`config.mk`:
```
export PLATFORM = sky130hd
export DESIGN_NAME = ultrasonic_echo_ranger_flat
export DESIGN_NICKNAME = d
export VERILOG_FILES = /design/src/uer_pkg.sv /design/src/uer_if.sv /design/src/uer_datapath.sv /design/src/uer_ctrl.sv /design/src/ultrasonic_echo_ranger.sv /design/src/flat_wrapper.sv
export VERILOG_INCLUDE_DIRS = /design/src /design/src/src
export SDC_FILE = /design/constraint.sdc
export NUM_CORES = 1
export LEC_CHECK = 0
export BUFFER_PORTS_ARGS = -buffer_cell sky130_fd_sc_hd__buf_4
export CORE_MARGIN = 3
export CORE_UTILIZATION = 56
export DETAILED_ROUTE_END_ITERATION = 7
export PLACE_DENSITY = 0.77
export SYNTH_ARGS = -nofsm -noshare
export SYNTH_HDL_FRONTEND = slang
export SYNTH_SLANG_ARGS = --single-unit
```
`constraint.sdc`:
```
create_clock -name clock -period 5.9 [get_ports clock]
set_input_delay 0.885 -clock clock [delete_from_list [all_inputs] [get_ports clock]]
set_output_delay 0.885 -clock clock [all_outputs]
set_load 0.05 [all_outputs]
```
`src/assert_macros.svh`:
```
// ----------------------------------------------------------------------------
// Assertion macros
// Concurrent assertion shorthands shared by the ranger RTL.
// ----------------------------------------------------------------------------
`ifndef ASSERT_MACROS_SVH
`define ASSERT_MACROS_SVH

`ifndef SYNTH

// property must hold at every clock edge outside reset
`define ASSERT_PROP(label, clk, rst, prop) \
   label: assert property (@(posedge clk) disable iff (rst) (prop)) \
      else $error("assertion failed");

// expression must never be true outside reset
`define ASSERT_NEVER(label, clk, rst, expr) \
   label: assert property (@(posedge clk) disable iff (rst) !(expr)) \
      else $error("forbidden condition seen");

`else

`define ASSERT_PROP(label, clk, rst, prop)

`define ASSERT_NEVER(label, clk, rst, expr)

`endif

`endif

```
`src/uer_pkg.sv`:
```
// ----------------------------------------------------------------------------
// uer_pkg
// Shared types, constants and codes of the ultrasonic echo ranger.
// ----------------------------------------------------------------------------
`default_nettype none

package uer_pkg;

   localparam int CHANNELS = 8;
   localparam int SLOTS    = 8;
   localparam int ACTIVE   = (CHANNELS < SLOTS) ? CHANNELS : SLOTS;

   localparam int KIND_W  = 2;
   localparam int CHAN_W  = 3;
   localparam int SLOT_W  = 3;
   localparam int COUNT_W = 16;
   localparam int SEC_W   = 16;
   localparam int BASE_W  = 11;
   localparam int ID_W    = 12;
   localparam int DIST_W  = 14;
   localparam int RATE_W  = 8;
   localparam int TRIG_W  = 8;
   localparam int DATA_W  = 32;
   localparam int ADDR_W  = 3;

   // distance = floor(width * 17 / 100), divide by reciprocal and one correction
   localparam int PROD_W      = 21;
   localparam int RECIP_W     = 18;
   localparam int MULT_W      = PROD_W + RECIP_W;
   localparam int RECIP_SHIFT = 24;

   localparam logic [PROD_W-1:0]  SCALE     = PROD_W'(17);
   localparam logic [RECIP_W-1:0] RECIP     = RECIP_W'((1 << RECIP_SHIFT) / 100);
   localparam logic [PROD_W-1:0]  DIVISOR   = PROD_W'(100);
   localparam logic [PROD_W-1:0]  REM_LIMIT = PROD_W'(200);

   localparam logic [TRIG_W-1:0] TRIG_ALL  = TRIG_W'((1 << ACTIVE) - 1);
   localparam logic [SLOT_W-1:0] LAST_SLOT = SLOT_W'(ACTIVE - 1);
   localparam logic [SEC_W-1:0]  SEC_RESET = '1;

   localparam logic [KIND_W-1:0] KIND_ECHO     = 2'd0;
   localparam logic [KIND_W-1:0] KIND_PERIOD   = 2'd1;
   localparam logic [KIND_W-1:0] KIND_TRIG_END = 2'd2;

   localparam logic REG_BASE_ID = 1'b0;

   typedef struct packed {
      logic rise_store;
      logic fall_update;
      logic period_update;
      logic trig_end;
      logic slot_next;
      logic emit_dist;
      logic emit_status;
   } uer_cmd_type;

   typedef struct packed {
      logic [KIND_W-1:0] kind;
      logic              level;
      logic              active;
      logic              last_slot;
      logic              out_free;
   } uer_stat_type;

   function automatic logic chan_active(input logic [CHAN_W-1:0] ch);
      return int'(ch) < ACTIVE;
   endfunction

endpackage

`default_nettype wire

```
`src/uer_if.sv`:
```
// ----------------------------------------------------------------------------
// uer_if
// Valid/ready word channels of the ranger: event requests and result words.
// ----------------------------------------------------------------------------
`default_nettype none

interface uer_req_if;
   logic                        valid;
   logic                        ready;
   logic [uer_pkg::KIND_W-1:0]  kind;
   logic [uer_pkg::CHAN_W-1:0]  channel;
   logic                        level;
   logic [uer_pkg::COUNT_W-1:0] count;
   logic [uer_pkg::SEC_W-1:0]   now_second;

   modport source (output valid, kind, channel, level, count, now_second, input ready);
   modport sink (input valid, kind, channel, level, count, now_second, output ready);
endinterface

interface uer_rsp_if;
   logic                       valid;
   logic                       ready;
   logic                       report;
   logic [uer_pkg::ID_W-1:0]   message_id;
   logic [uer_pkg::DIST_W-1:0] distance;
   logic [uer_pkg::TRIG_W-1:0] trigger_lines;
   logic [uer_pkg::RATE_W-1:0] rate;
   logic                       last;

   modport source (output valid, report, message_id, distance, trigger_lines, rate, last,
                   input ready);
   modport sink (input valid, report, message_id, distance, trigger_lines, rate, last,
                 output ready);
endinterface

`default_nettype wire

```
`src/uer_datapath.sv`:
```
// ----------------------------------------------------------------------------
// uer_datapath
// Channel edge store, width update, distance pipeline, rate tally and the
// result word register.
// ----------------------------------------------------------------------------
`default_nettype none
`include "assert_macros.svh"

module uer_datapath (
   input  wire logic                        clock,
   input  wire logic                        reset,
   input  wire logic                        accept,
   input  wire logic [uer_pkg::KIND_W-1:0]  req_kind,
   input  wire logic [uer_pkg::CHAN_W-1:0]  req_channel,
   input  wire logic                        req_level,
   input  wire logic [uer_pkg::COUNT_W-1:0] req_count,
   input  wire logic [uer_pkg::SEC_W-1:0]   req_now_second,
   input  wire logic                        base_we,
   input  wire logic [uer_pkg::BASE_W-1:0]  base_wdata,
   output logic      [uer_pkg::BASE_W-1:0]  base_id,
   input  wire uer_pkg::uer_cmd_type        cmd,
   output uer_pkg::uer_stat_type            stat,
   input  wire logic                        rsp_ready,
   output logic                             rsp_valid,
   output logic                             rsp_report,
   output logic      [uer_pkg::ID_W-1:0]    rsp_message_id,
   output logic      [uer_pkg::DIST_W-1:0]  rsp_distance,
   output logic      [uer_pkg::TRIG_W-1:0]  rsp_trigger_lines,
   output logic      [uer_pkg::RATE_W-1:0]  rsp_rate,
   output logic                             rsp_last
);

   // item held for the duration of its work
   logic [uer_pkg::KIND_W-1:0]  kind_ff;
   logic [uer_pkg::CHAN_W-1:0]  chan_ff;
   logic                        level_ff;
   logic [uer_pkg::COUNT_W-1:0] count_ff;
   logic [uer_pkg::SEC_W-1:0]   sec_ff;
   logic [uer_pkg::SLOT_W-1:0]  slot_ff, slot_in;

   // per-channel state
   logic [uer_pkg::COUNT_W-1:0] rise_time_ff [uer_pkg::SLOTS];
   logic [uer_pkg::COUNT_W-1:0] width_ff     [uer_pkg::SLOTS];
   logic [uer_pkg::SLOTS-1:0]   seen_ff, seen_in;
   logic [uer_pkg::COUNT_W-1:0] rise_sel, width_sel, width_new;

   // global state
   logic [uer_pkg::BASE_W-1:0] base_ff, base_in;
   logic [uer_pkg::TRIG_W-1:0] trig_ff, trig_in;
   logic [uer_pkg::SEC_W-1:0]  stored_sec_ff, stored_sec_in;
   logic [uer_pkg::RATE_W-1:0] last_rate_ff, last_rate_in;
   logic [uer_pkg::RATE_W-1:0] tally_ff, tally_in;

   // distance pipeline
   logic [uer_pkg::COUNT_W-1:0] w_ff;
   logic [uer_pkg::PROD_W-1:0]  p_ff, p2_ff;
   logic [uer_pkg::DIST_W-1:0]  q0_ff;
   logic [uer_pkg::MULT_W-1:0]  mult;
   logic [uer_pkg::PROD_W-1:0]  rem_raw;
   logic [uer_pkg::DIST_W-1:0]  dist_fix;

   // result word register
   logic                       out_valid_ff, out_valid_in;
   logic                       out_report_ff;
   logic [uer_pkg::ID_W-1:0]   out_id_ff;
   logic [uer_pkg::DIST_W-1:0] out_dist_ff;
   logic [uer_pkg::TRIG_W-1:0] out_trig_ff;
   logic [uer_pkg::RATE_W-1:0] out_rate_ff;
   logic                       out_last_ff;
   logic                       out_free, out_load;
   logic [uer_pkg::RATE_W-1:0] rate_now;

   assign rise_sel  = rise_time_ff[slot_ff];
   assign width_sel = width_ff[slot_ff];

   always_comb begin
      if (!seen_ff[slot_ff]) begin
         width_new = '0;
      end else if (rise_sel < count_ff) begin
         width_new = count_ff - rise_sel;
      end else begin
         width_new = width_sel;
      end
   end

   always_comb begin
      if (accept) begin
         slot_in = (req_kind == uer_pkg::KIND_ECHO) ? uer_pkg::SLOT_W'(req_channel) : '0;
      end else if (cmd.slot_next) begin
         slot_in = slot_ff + uer_pkg::SLOT_W'(1);
      end else begin
         slot_in = slot_ff;
      end
   end

   always_comb begin
      seen_in       = seen_ff;
      trig_in       = trig_ff;
      stored_sec_in = stored_sec_ff;
      last_rate_in  = last_rate_ff;
      tally_in      = tally_ff;
      base_in       = base_we ? base_wdata : base_ff;
      if (cmd.rise_store) begin
         seen_in[slot_ff] = 1'b1;
      end
      if (cmd.period_update) begin
         seen_in = '0;
         trig_in = uer_pkg::TRIG_ALL;
         if (stored_sec_ff != sec_ff) begin
            stored_sec_in = sec_ff;
            last_rate_in  = tally_ff;
            tally_in      = uer_pkg::RATE_W'(1);
         end else begin
            tally_in = tally_ff + uer_pkg::RATE_W'(1);
         end
      end
      if (cmd.trig_end) begin
         seen_in = '0;
         trig_in = '0;
      end
   end

   assign mult     = p_ff * uer_pkg::RECIP;
   assign rem_raw  = p2_ff - uer_pkg::PROD_W'(q0_ff) * uer_pkg::DIVISOR;
   assign dist_fix = (rem_raw >= uer_pkg::DIVISOR) ? q0_ff + uer_pkg::DIST_W'(1) : q0_ff;
   assign rate_now = (stored_sec_ff == sec_ff) ? last_rate_ff : '0;

   assign out_free     = !out_valid_ff || rsp_ready;
   assign out_load     = cmd.emit_dist || cmd.emit_status;
   assign out_valid_in = out_load || (out_valid_ff && !rsp_ready);

   always_ff @(posedge clock) begin
      if (reset) begin
         seen_ff       <= '0;
         trig_ff       <= '0;
         stored_sec_ff <= uer_pkg::SEC_RESET;
         last_rate_ff  <= '0;
         tally_ff      <= '0;
         base_ff       <= '0;
         out_valid_ff  <= 1'b0;
         for (int i = 0; i < uer_pkg::SLOTS; i++) begin
            width_ff[i] <= '0;
         end
      end else begin
         seen_ff       <= seen_in;
         trig_ff       <= trig_in;
         stored_sec_ff <= stored_sec_in;
         last_rate_ff  <= last_rate_in;
         tally_ff      <= tally_in;
         base_ff       <= base_in;
         out_valid_ff  <= out_valid_in;
         if (cmd.fall_update) begin
            width_ff[slot_ff] <= width_new;
         end
      end
   end

   always_ff @(posedge clock) begin
      slot_ff <= slot_in;
      if (accept) begin
         kind_ff  <= req_kind;
         chan_ff  <= req_channel;
         level_ff <= req_level;
         count_ff <= req_count;
         sec_ff   <= req_now_second;
      end
      if (cmd.rise_store) begin
         rise_time_ff[slot_ff] <= count_ff;
      end
      w_ff  <= width_sel;
      p_ff  <= uer_pkg::PROD_W'(w_ff) * uer_pkg::SCALE;
      p2_ff <= p_ff;
      q0_ff <= mult[uer_pkg::RECIP_SHIFT +: uer_pkg::DIST_W];
      if (out_load) begin
         out_report_ff <= cmd.emit_status;
         out_id_ff     <= cmd.emit_dist ?
                          uer_pkg::ID_W'(base_ff) + uer_pkg::ID_W'(slot_ff) : '0;
         out_dist_ff   <= cmd.emit_dist ? dist_fix : '0;
         out_trig_ff   <= trig_ff;
         out_rate_ff   <= rate_now;
         out_last_ff   <= cmd.emit_status || (kind_ff == uer_pkg::KIND_ECHO) ||
                          (slot_ff == uer_pkg::LAST_SLOT);
      end
   end

   assign stat.kind      = kind_ff;
   assign stat.level     = level_ff;
   assign stat.active    = uer_pkg::chan_active(chan_ff);
   assign stat.last_slot = (slot_ff == uer_pkg::LAST_SLOT);
   assign stat.out_free  = out_free;

   assign base_id           = base_ff;
   assign rsp_valid         = out_valid_ff;
   assign rsp_report        = out_report_ff;
   assign rsp_message_id    = out_id_ff;
   assign rsp_distance      = out_dist_ff;
   assign rsp_trigger_lines = out_trig_ff;
   assign rsp_rate          = out_rate_ff;
   assign rsp_last          = out_last_ff;

   `ASSERT_PROP(a_recip_within_one, clock, reset, cmd.emit_dist |-> rem_raw < uer_pkg::REM_LIMIT)
   `ASSERT_NEVER(a_no_overwrite, clock, reset, out_load && !out_free)
   `ASSERT_PROP(a_trig_drop, clock, reset, cmd.trig_end |=> trig_ff == '0)

endmodule

`default_nettype wire

```
`src/uer_ctrl.sv`:
```
// ----------------------------------------------------------------------------
// uer_ctrl
// Sequencer: decodes each accepted event word and steps the datapath through
// its updates and result words.
// ----------------------------------------------------------------------------
`default_nettype none
`include "assert_macros.svh"

module uer_ctrl (
   input  wire logic                  clock,
   input  wire logic                  reset,
   input  wire logic                  accept,
   input  wire uer_pkg::uer_stat_type stat,
   output uer_pkg::uer_cmd_type       cmd,
   output logic                       ready
);

   typedef enum logic [2:0] {
      ST_IDLE,
      ST_DECODE,
      ST_FILL,
      ST_EMIT,
      ST_STATUS
   } state_type;

   localparam logic [1:0] FILL_LAST = 2'd2;

   state_type  state_ff, state_in;
   logic [1:0] fill_ff, fill_in;
   logic       ready_ff, ready_in;

   always_comb begin
      cmd      = '0;
      state_in = state_ff;
      fill_in  = fill_ff;
      case (state_ff)
         ST_IDLE: begin
            if (accept) begin
               state_in = ST_DECODE;
            end
         end
         ST_DECODE: begin
            fill_in = '0;
            case (stat.kind)
               uer_pkg::KIND_ECHO: begin
                  if (!stat.active) begin
                     state_in = ST_IDLE;
                  end else if (stat.level) begin
                     cmd.rise_store = 1'b1;
                     state_in       = ST_IDLE;
                  end else begin
                     cmd.fall_update = 1'b1;
                     state_in        = ST_FILL;
                  end
               end
               uer_pkg::KIND_PERIOD: begin
                  cmd.period_update = 1'b1;
                  state_in          = ST_FILL;
               end
               uer_pkg::KIND_TRIG_END: begin
                  cmd.trig_end = 1'b1;
                  state_in     = ST_STATUS;
               end
               default: begin
                  state_in = ST_IDLE;
               end
            endcase
         end
         ST_FILL: begin
            fill_in = fill_ff + 2'd1;
            if (fill_ff == FILL_LAST) begin
               state_in = ST_EMIT;
            end
         end
         ST_EMIT: begin
            if (stat.out_free) begin
               cmd.emit_dist = 1'b1;
               if ((stat.kind == uer_pkg::KIND_ECHO) || stat.last_slot) begin
                  state_in = ST_IDLE;
               end else begin
                  cmd.slot_next = 1'b1;
                  fill_in       = '0;
                  state_in      = ST_FILL;
               end
            end
         end
         ST_STATUS: begin
            if (stat.out_free) begin
               cmd.emit_status = 1'b1;
               state_in        = ST_IDLE;
            end
         end
         default: begin
            state_in = ST_IDLE;
         end
      endcase
   end

   assign ready_in = (state_in == ST_IDLE);

   always_ff @(posedge clock) begin
      if (reset) begin
         state_ff <= ST_IDLE;
         fill_ff  <= '0;
         ready_ff <= 1'b0;
      end else begin
         state_ff <= state_in;
         fill_ff  <= fill_in;
         ready_ff <= ready_in;
      end
   end

   assign ready = ready_ff;

   `ASSERT_PROP(a_accept_decode, clock, reset, accept |=> state_ff == ST_DECODE)
   `ASSERT_PROP(a_ready_idle, clock, reset, ready_ff |-> state_ff == ST_IDLE)
   `ASSERT_PROP(a_one_update, clock, reset, $onehot0({cmd.rise_store, cmd.fall_update, cmd.period_update, cmd.trig_end}))

endmodule

`default_nettype wire

```
`src/ultrasonic_echo_ranger.sv`:
```
// ----------------------------------------------------------------------------
// ultrasonic_echo_ranger
// Multi-channel echo pulse width ranger: edge capture, distance reports,
// trigger lines and per-second sample rate.
//
//   channel   direction  handshake      contents
//   req_bus   in         valid/ready    event word: kind, channel, level, count, second
//   rsp_bus   out        valid/ready    result word: report, id, distance, lines, rate, last
//   csr_*     in         APB write/read base message id at byte address 0
//
// A rising edge, an ignored event or an unknown kind ends in the decode state.
// A falling edge loads a distance word and a trigger end a status word; a period start
// loads one distance word per channel, each after the three-stage width-to-distance
// pipeline has been refilled for that channel in turn.
// The result word register holds while rsp ready is low; the sequencer waits on it.
// Synchronous reset; no clearing pass.
// ----------------------------------------------------------------------------
`default_nettype none

module ultrasonic_echo_ranger (
   input  wire logic                       clock,
   input  wire logic                       reset,
   uer_req_if.sink                         req_bus,
   uer_rsp_if.source                       rsp_bus,
   input  wire logic                       csr_psel,
   input  wire logic                       csr_penable,
   input  wire logic                       csr_pwrite,
   input  wire logic [uer_pkg::ADDR_W-1:0] csr_paddr,
   input  wire logic [uer_pkg::DATA_W-1:0] csr_pwdata,
   output logic      [uer_pkg::DATA_W-1:0] csr_prdata,
   output logic                            csr_pready
);

   uer_pkg::uer_cmd_type       cmd;
   uer_pkg::uer_stat_type      stat;
   logic                       ready;
   logic                       accept;
   logic                       base_we;
   logic [uer_pkg::BASE_W-1:0] base_id;

   assign accept        = req_bus.valid && ready;
   assign req_bus.ready = ready;

   assign csr_pready = 1'b1;
   assign base_we    = csr_psel && csr_penable && csr_pwrite &&
                       (csr_paddr[2] == uer_pkg::REG_BASE_ID);
   assign csr_prdata = (csr_paddr[2] == uer_pkg::REG_BASE_ID) ?
                       uer_pkg::DATA_W'(base_id) : '0;

   uer_ctrl u_ctrl (
      .clock  (clock),
      .reset  (reset),
      .accept (accept),
      .stat   (stat),
      .cmd    (cmd),
      .ready  (ready)
   );

   uer_datapath u_datapath (
      .clock             (clock),
      .reset             (reset),
      .accept            (accept),
      .req_kind          (req_bus.kind),
      .req_channel       (req_bus.channel),
      .req_level         (req_bus.level),
      .req_count         (req_bus.count),
      .req_now_second    (req_bus.now_second),
      .base_we           (base_we),
      .base_wdata        (csr_pwdata[uer_pkg::BASE_W-1:0]),
      .base_id           (base_id),
      .cmd               (cmd),
      .stat              (stat),
      .rsp_ready         (rsp_bus.ready),
      .rsp_valid         (rsp_bus.valid),
      .rsp_report        (rsp_bus.report),
      .rsp_message_id    (rsp_bus.message_id),
      .rsp_distance      (rsp_bus.distance),
      .rsp_trigger_lines (rsp_bus.trigger_lines),
      .rsp_rate          (rsp_bus.rate),
      .rsp_last          (rsp_bus.last)
   );

endmodule

`default_nettype wire
```
`src/flat_wrapper.sv`:
```
// flat-port wrapper written by rule: the top's interface ports become plain ports
module ultrasonic_echo_ranger_flat 
  (clock, reset, csr_psel, csr_penable, csr_pwrite, csr_paddr, csr_pwdata, csr_prdata, csr_pready, req_bus_valid, req_bus_kind, req_bus_channel, req_bus_level, req_bus_count, req_bus_now_second, req_bus_ready, rsp_bus_valid, rsp_bus_report, rsp_bus_message_id, rsp_bus_distance, rsp_bus_trigger_lines, rsp_bus_rate, rsp_bus_last, rsp_bus_ready);
  uer_req_if req_bus_i ();
  uer_rsp_if rsp_bus_i ();
  input  wire logic clock;
  input  wire logic reset;
  input  wire logic csr_psel;
  input  wire logic csr_penable;
  input  wire logic csr_pwrite;
  input  wire logic [uer_pkg::ADDR_W-1:0] csr_paddr;
  input  wire logic [uer_pkg::DATA_W-1:0] csr_pwdata;
  output logic      [uer_pkg::DATA_W-1:0] csr_prdata;
  output logic csr_pready;
  input wire logic [$bits(req_bus_i.valid)-1:0] req_bus_valid;
  input wire logic [$bits(req_bus_i.kind)-1:0] req_bus_kind;
  input wire logic [$bits(req_bus_i.channel)-1:0] req_bus_channel;
  input wire logic [$bits(req_bus_i.level)-1:0] req_bus_level;
  input wire logic [$bits(req_bus_i.count)-1:0] req_bus_count;
  input wire logic [$bits(req_bus_i.now_second)-1:0] req_bus_now_second;
  output wire logic [$bits(req_bus_i.ready)-1:0] req_bus_ready;
  output wire logic [$bits(rsp_bus_i.valid)-1:0] rsp_bus_valid;
  output wire logic [$bits(rsp_bus_i.report)-1:0] rsp_bus_report;
  output wire logic [$bits(rsp_bus_i.message_id)-1:0] rsp_bus_message_id;
  output wire logic [$bits(rsp_bus_i.distance)-1:0] rsp_bus_distance;
  output wire logic [$bits(rsp_bus_i.trigger_lines)-1:0] rsp_bus_trigger_lines;
  output wire logic [$bits(rsp_bus_i.rate)-1:0] rsp_bus_rate;
  output wire logic [$bits(rsp_bus_i.last)-1:0] rsp_bus_last;
  input wire logic [$bits(rsp_bus_i.ready)-1:0] rsp_bus_ready;
  assign req_bus_i.valid = req_bus_valid;
  assign req_bus_i.kind = req_bus_kind;
  assign req_bus_i.channel = req_bus_channel;
  assign req_bus_i.level = req_bus_level;
  assign req_bus_i.count = req_bus_count;
  assign req_bus_i.now_second = req_bus_now_second;
  assign req_bus_ready = req_bus_i.ready;
  assign rsp_bus_valid = rsp_bus_i.valid;
  assign rsp_bus_report = rsp_bus_i.report;
  assign rsp_bus_message_id = rsp_bus_i.message_id;
  assign rsp_bus_distance = rsp_bus_i.distance;
  assign rsp_bus_trigger_lines = rsp_bus_i.trigger_lines;
  assign rsp_bus_rate = rsp_bus_i.rate;
  assign rsp_bus_last = rsp_bus_i.last;
  assign rsp_bus_i.ready = rsp_bus_ready;
  ultrasonic_echo_ranger u_core (.clock(clock), .reset(reset), .req_bus(req_bus_i), .rsp_bus(rsp_bus_i), .csr_psel(csr_psel), .csr_penable(csr_penable), .csr_pwrite(csr_pwrite), .csr_paddr(csr_paddr), .csr_pwdata(csr_pwdata), .csr_prdata(csr_prdata), .csr_pready(csr_pready));
endmodule
```
=== Word-level counts from Yosys, hierarchy flattened ===
Memories as Yosys holds them, arrays and structs flattened. A register that Yosys moved wholly into a read port is not among the register bits.
Index checks and enable logic that the tools add are counted.

* Add/sub/neg operators: 7
* Multiply operators: 3
* Magnitude comparators: 4
* Eq/ne operators: 12
* Multiplexer cells: 46
* Bitwise logic cells: 2
* Reductions and logical operators: 25

{| class="wikitable"
|+ Operator list
! operator !! number
|-
| two-way mux 16 bit || 3
|-
| multiplier 21 x 16 -> 36 bit (second input constant) || 1
|-
| two-way mux 3 bit || 10
|-
| >= comparator 21 x 7 -> 1 bit (second input constant) || 1
|-
| multiplier 16 x 5 -> 21 bit (second input constant) || 1
|-
| subtractor 21 bit || 1
|-
| multiplier 14 x 5 -> 19 bit (second input constant) || 1
|-
| two-way mux 1 bit || 17
|-
| == test 16 bit || 1
|-
| < comparator 16 bit || 1
|-
| != test 16 bit || 1
|-
| OR reduction 16 bit || 1
|-
| subtractor 16 bit || 1
|-
| one-hot mux 3 bit (5 select lines) || 1
|-
| adder 14 x 1 -> 14 bit (second input constant) || 1
|-
| two-way mux 14 bit || 1
|-
| two-way mux 2 bit || 7
|-
| adder 11 x 3 -> 12 bit || 1
|-
| two-way mux 11 bit || 1
|-
| one-hot mux 3 bit (3 select lines) || 1
|-
| adder 8 x 1 -> 8 bit (second input constant) || 1
|-
| two-way mux 8 bit || 1
|-
| OR 8 bit || 1
|-
| == test 3 x 2 -> 1 bit (second input constant) || 2
|-
| other kinds (25) || 41
|}

* Register bits: 206
* Memory bits (writable): 256
* Output and inout port bits: 79
* Logic and storage cells: 126
* Memories kept: 2

{| class="wikitable"
|+ Memories
! name !! words !! bits a word !! read ports !! clocked after Yosys merged registers in !! write ports !! line !! source
|-
| u_core.u_datapath.rise_time_ff || 8 || 16 || 1 || 1 || 1 || uer_datapath.sv:42 || <nowiki>logic [uer_pkg::COUNT_W-1:0] rise_time_ff [uer_pkg::SLOTS];</nowiki>
|-
| u_core.u_datapath.width_ff || 8 || 16 || 1 || 1 || 8 || uer_datapath.sv:43 || <nowiki>logic [uer_pkg::COUNT_W-1:0] width_ff [uer_pkg::SLOTS];</nowiki>
|}

=== Depth between registers and ports, before layout ===
* Word-level depth: 8
* Gate-level depth with buffers: 27
* Depth with buffers taken out: 26

=== By module ===
From an unflattened synthesis, not the netlist that was laid out.

* Cell total of the unflattened synthesis: 2,144
* Area, all modules: 27,365.0 um^2

{| class="wikitable"
|+ By module, submodules not included
! module !! times used !! cells an instance !! area an instance (um^2) !! seq. area each (um^2)
|-
| uer_datapath || 1 || 2,056 || 26,599.3 || 12,462.0
|-
| uer_ctrl || 1 || 50 || 459.2 || 120.1
|-
| ultrasonic_echo_ranger || 1 || 38 || 306.5 || 0.0
|}

=== Worst setup path before layout ===
OpenSTA, ideal clock, no wires.

* Path type: register -> register
* From: register u_core.u_datapath.p_ff[9] in the netlist's numbering
* To: register u_core.u_datapath.q0_ff[13] in the netlist's numbering
* Library setup time: 72 ps
* Arrival: 5,597 ps
* Data required time: 5,828 ps
* Setup slack: 231 ps
* Stages on the path, launching flop included: 20
* Buffers on the path: 0
* Clock period less this slack: 5,669 ps
* Cells stage by stage: dfxtp_1 -> ha_1 -> fa_1 -> fa_1 -> fa_1 -> inv_1 -> fa_1 -> inv_1 -> fa_1 -> ha_1 -> o21a_1 -> a211oi_1 -> o221a_2 -> a21oi_1 -> a41o_1 -> nor4_1 -> a21oi_1 -> a211o_1 -> a21oi_1 -> xnor2_1

* Cells in the longest elaborated chain, start to end: 1

{| class="wikitable"
|+ RTL lines
! item !! line !! source
|-
| start: declaration || uer_datapath.sv:56 || <nowiki>logic [uer_pkg::PROD_W-1:0] p_ff, p2_ff;</nowiki>
|-
| start signal: assignment || uer_datapath.sv:171 || <nowiki>p_ff <= uer_pkg::PROD_W'(w_ff) * uer_pkg::SCALE;</nowiki>
|-
| multiplier 21 x 16 -> 36 bit || uer_datapath.sv:123 || <nowiki>assign mult = p_ff * uer_pkg::RECIP;</nowiki>
|-
| net u_core.u_datapath.mult (one bit) || uer_datapath.sv:58 || <nowiki>logic [uer_pkg::MULT_W-1:0] mult;</nowiki>
|-
| end signal: assignment || uer_datapath.sv:173 || <nowiki>q0_ff <= mult[uer_pkg::RECIP_SHIFT +: uer_pkg::DIST_W];</nowiki>
|-
| end: declaration || uer_datapath.sv:57 || <nowiki>logic [uer_pkg::DIST_W-1:0] q0_ff;</nowiki>
|}

The timed path passes the listed nets, and every way through them passes these cells.
A chain may end at the register's enable or synchronous reset.

=== Worst setup path after layout ===
* From: register u_core.u_datapath.p_ff[10] in the netlist's numbering
* To: register u_core.u_datapath.q0_ff[13] in the netlist's numbering

Same word-level chain as after synthesis.

==> metrics.md <==
| Metric | Value |
|---|---|
| Core Box Area | `47900 um2` |
| Adder-Cell Fraction of Synth Area | `23.9%` |
| Initial core utilization | `56.9%` |
| # setup viols final | `0` |
| Sequential element share of the synthesized area | `46.1%` |
| Pin count of the biggest net entering global routing | `62` |
| Wirelength per Cell | `20.1 um` |
| Compound-Gate Fraction of Synth Area | `6.74%` |
| Crit path kind | `register to register` |
| Clk_skew | `0.0443 ns` |
| Syn Inst Count | `2161` |
| TritonCTS clock tree | `built` |
| Post-DP HPWL | `43800 um` |
| Grt ovf | `0` |
| Worst min path class | `register to register` |
| Pre-CTS setup slack | `-0.257 ns` |
| Commonest non-fill, non-tap cell in the layout | `edfxtp_1` |
| Tot GR Track Use | `24.2%` |
| Drt drc | `0` |
| WP data arrival | `6.23 ns` |
| Clk_lat worst skew | `0.60 ns` |
| Starting DRT DRC Count | `1328` |
| Critical-path top delay cell | `fa_2` |
| Post-synthesis cell area | `27300 um2` |
| Asr flop ratio synth | `0%` |
| Max H-tree Level | `2` |
| Required @ worst endpoint | `6.34 ns` |
| Worst path bufs/invs | `1` |
| Status | `finished, final reports clean` |
| Kind of end point of the critical path | `register` |
| Port Buf Inserts | `113` |
| Fmax | `0.173 GHz` |
| Fin Hold WS | `0.366 ns` |
| Cell family with most CP delay | `adder cells` |
| Slew margin rel. | `22.0%` |
| IO Pins | `159` |
| Global-route wire length before repair | `96700 um` |
| Worst-path cell chain | `buf_4 > fa_1 > ha_1 > fa_1 > fa_1 > fa_1 > fa_2 > ha_4 > a21oi_2 > o21ai_2 > a211oi_2 > o221a_4 > a21oi_4 > a41o_1 > nor4_1 > a21oi_1 > a211o_1 > a21oi_2 > xnor2_1` |
| Post-synthesis simple-gate area fraction | `8.75%` |
| CTS root buffer | `clkbuf_16` |
| Post-Synth XOR/XNOR Area | `2.86%` |
| GPL Wtd Cong | `0.873` |
| Die ar. | `51400 um2` |
| Setup TNS | `0 ns` |
| Final-report hold violation count | `0` |
| Initial antenna violation count | `0` |
| CP dominant cell by count | `fa_1` |
| Nets | `2879` |
| Yosys reg bits | `463` |
| Least-Margin Pin Slew | `1.17 ns` |
| Crit path time final | `5.79 ns` |
| Drt total wl | `60600 um` |
| DR vias | `17500` |
| Vias in the first global route | `18500` |
| Largest family of logic cells by synthesized area | `adder cells` |
| Vias per Instance | `5.80` |
| Cts hold-fix bufs | `0` |
| Final Max Tran Viols | `0` |
| Worst Slack Setup Final | `0.115 ns` |
| Chip width | `227 um` |
| Layout cell share with drive strength beyond 1 | `19.7%` |
| Standard-cell rows | `80` |
| Critical-path maximum fanout | `7` |
| Synth Flop Type | `edfxtp_1` |
| Cts bufs inserted | `48` |
| Mux cell area share after synthesis | `7.11%` |
| Post-route ant nets | `0` |
| Number of synthesized flops with an enable pin | `331` |
| Max cap viols | `0` |
| Clk slew on worst S/H paths | `0.06 ns` |
| Crit share post-route | `98.1%` |
| Most frequent cells in the layout | `331 x edfxtp_1, 255 x ha_1, 216 x buf_4` |
| DIE HEIGHT | `227 um` |
| Area Growth Syn to Fin | `15.3%` |
| First-pass iteration count of the detailed router | `5` |
| Final design utilization | `65.6%` |
| Syn Area/Cell | `12.6 um2` |
| Number of buffers on the longest clock path | `3` |
| Startpoint type of the worst setup path | `register` |
| Distinct cells, synth | `72` |
| N_diodes | `0` |
| Yosys warns | `0` |
| TritonCTS Sinks | `463` |
| CP max stage delay | `0.59 ns` |
per-layer routing:
metal | vias to the layer above | part of all wire (%) | GRT usage, %
li1 | 8078 | - | -
met1 | 8744 | 38 | 29.5
met2 | 555 | 53 | 43.9
met3 | 144 | 5.6 | 3.68
met4 | 0 | 3.0 | 8.07
met5 | - | 0 | 0
repair_timing:
action / CTS / global route
endpoints found under the setup margin: 15 / 19
pin swaps: 4 / 94
gates resized for setup: 14 / 96
buffers inserted: 1 / 5
cells by family (layout without fill, tap and decap cells):
| kind of cell | Yosys count | in the layout |
|---|---|---|
| simple gates | 500 | 500 |
| other cells | 2 | 22 |
| compound gates | 276 | 276 |
| mux | 111 | 111 |
| buf+inv | 289 | 512 |
| flops | 463 | 463 |
| xor+xnor | 89 | 89 |
| fa+ha+maj | 431 | 431 |
path summary, 6_finish.rpt:
check | start | end | slack [ns] | cells after the start
worst max-delay path | u_core.u_datapath.p_ff[10]$_DFF_P_ | u_core.u_datapath.q0_ff[13]$_DFF_P_ | 0.11 | 19
worst min-delay path | u_core.u_datapath.w_ff[0]$_DFF_P_ | u_core.u_datapath.p_ff[0]$_DFF_P_ | 0.37 | 0
worst max register to register | u_core.u_datapath.p_ff[10]$_DFF_P_ | u_core.u_datapath.q0_ff[13]$_DFF_P_ | 0.11 | 19
worst min register to register | u_core.u_datapath.w_ff[0]$_DFF_P_ | u_core.u_datapath.p_ff[0]$_DFF_P_ | 0.37 | 0
final cells by class:
class	count	area, um2
tap	615	769
clock inverter	27	250
sequential	463	12600
timing repair buffer	223	1740
multi-input combinational	1429	14100
clock buffer	59	1240
fill	3371	16500
inverter	203	762
sequential cells by signal, summed over array words and instances, names as in the netlist, 2 cells and up, named ones only:
name / flops
u_core.u_datapath.rise_time_ff: 128
u_core.u_datapath.width_ff: 128
u_core.u_datapath.p_ff: 21
u_core.u_datapath.p2_ff: 19
u_core.u_datapath.count_ff: 16
u_core.u_datapath.sec_ff: 16
u_core.u_datapath.stored_sec_ff: 16
u_core.u_datapath.w_ff: 16
u_core.u_datapath.q0_ff: 14
u_core.u_datapath.rsp_distance: 14
u_core.u_datapath.rsp_message_id: 12
u_core.u_datapath.base_id: 11
u_core.u_datapath.last_rate_ff: 8
u_core.u_datapath.rsp_rate: 8
u_core.u_datapath.seen_ff: 8
u_core.u_datapath.tally_ff: 8
u_core.u_ctrl.state_ff: 3
u_core.u_datapath.slot_ff: 3
u_core.u_ctrl.fill_ff: 2
u_core.u_datapath.kind_ff: 2
synth_stat cells, types with 30 or more instances:
library cell  number  area [um2]
edfxtp_1         331        9940
nor2_1           206         773
buf_4             30         225
fa_1             151        3020
a21oi_1           81         405
dfxtp_1          132        2640
nor3_1            33         165
nor2b_1           48         300
xnor2_1           64         561
inv_1            203         762
ha_1             280        3500
mux4_2            64        1440
o21ai_0           48         240
nand2_1           82         308
clkbuf_1          47         176
stage by stage:
step	cell area [um2]	std cells
after CTS	30900	3014
after global routing	31400	3019
final	31400	3019
after floorplan	27300	2181
after detailed placement	29400	2927
after global placement	29400	2927
worst reg2reg max path, delay by kind of cell (launching register included):
family	cells	cell delay, ns
flip-flops	1	0.38
buffers and inverters	1	0.15
XOR/XNOR	1	0.09
adder cells (fa/ha/maj)	7	3.05
AO/OA/AOI/OAI	9	1.73
AND/OR/NAND/NOR	1	0.23
Power is left out: the tool's default activity adds up to more than one toggle a clock period on the data nets, which glitch-free logic cannot reach.
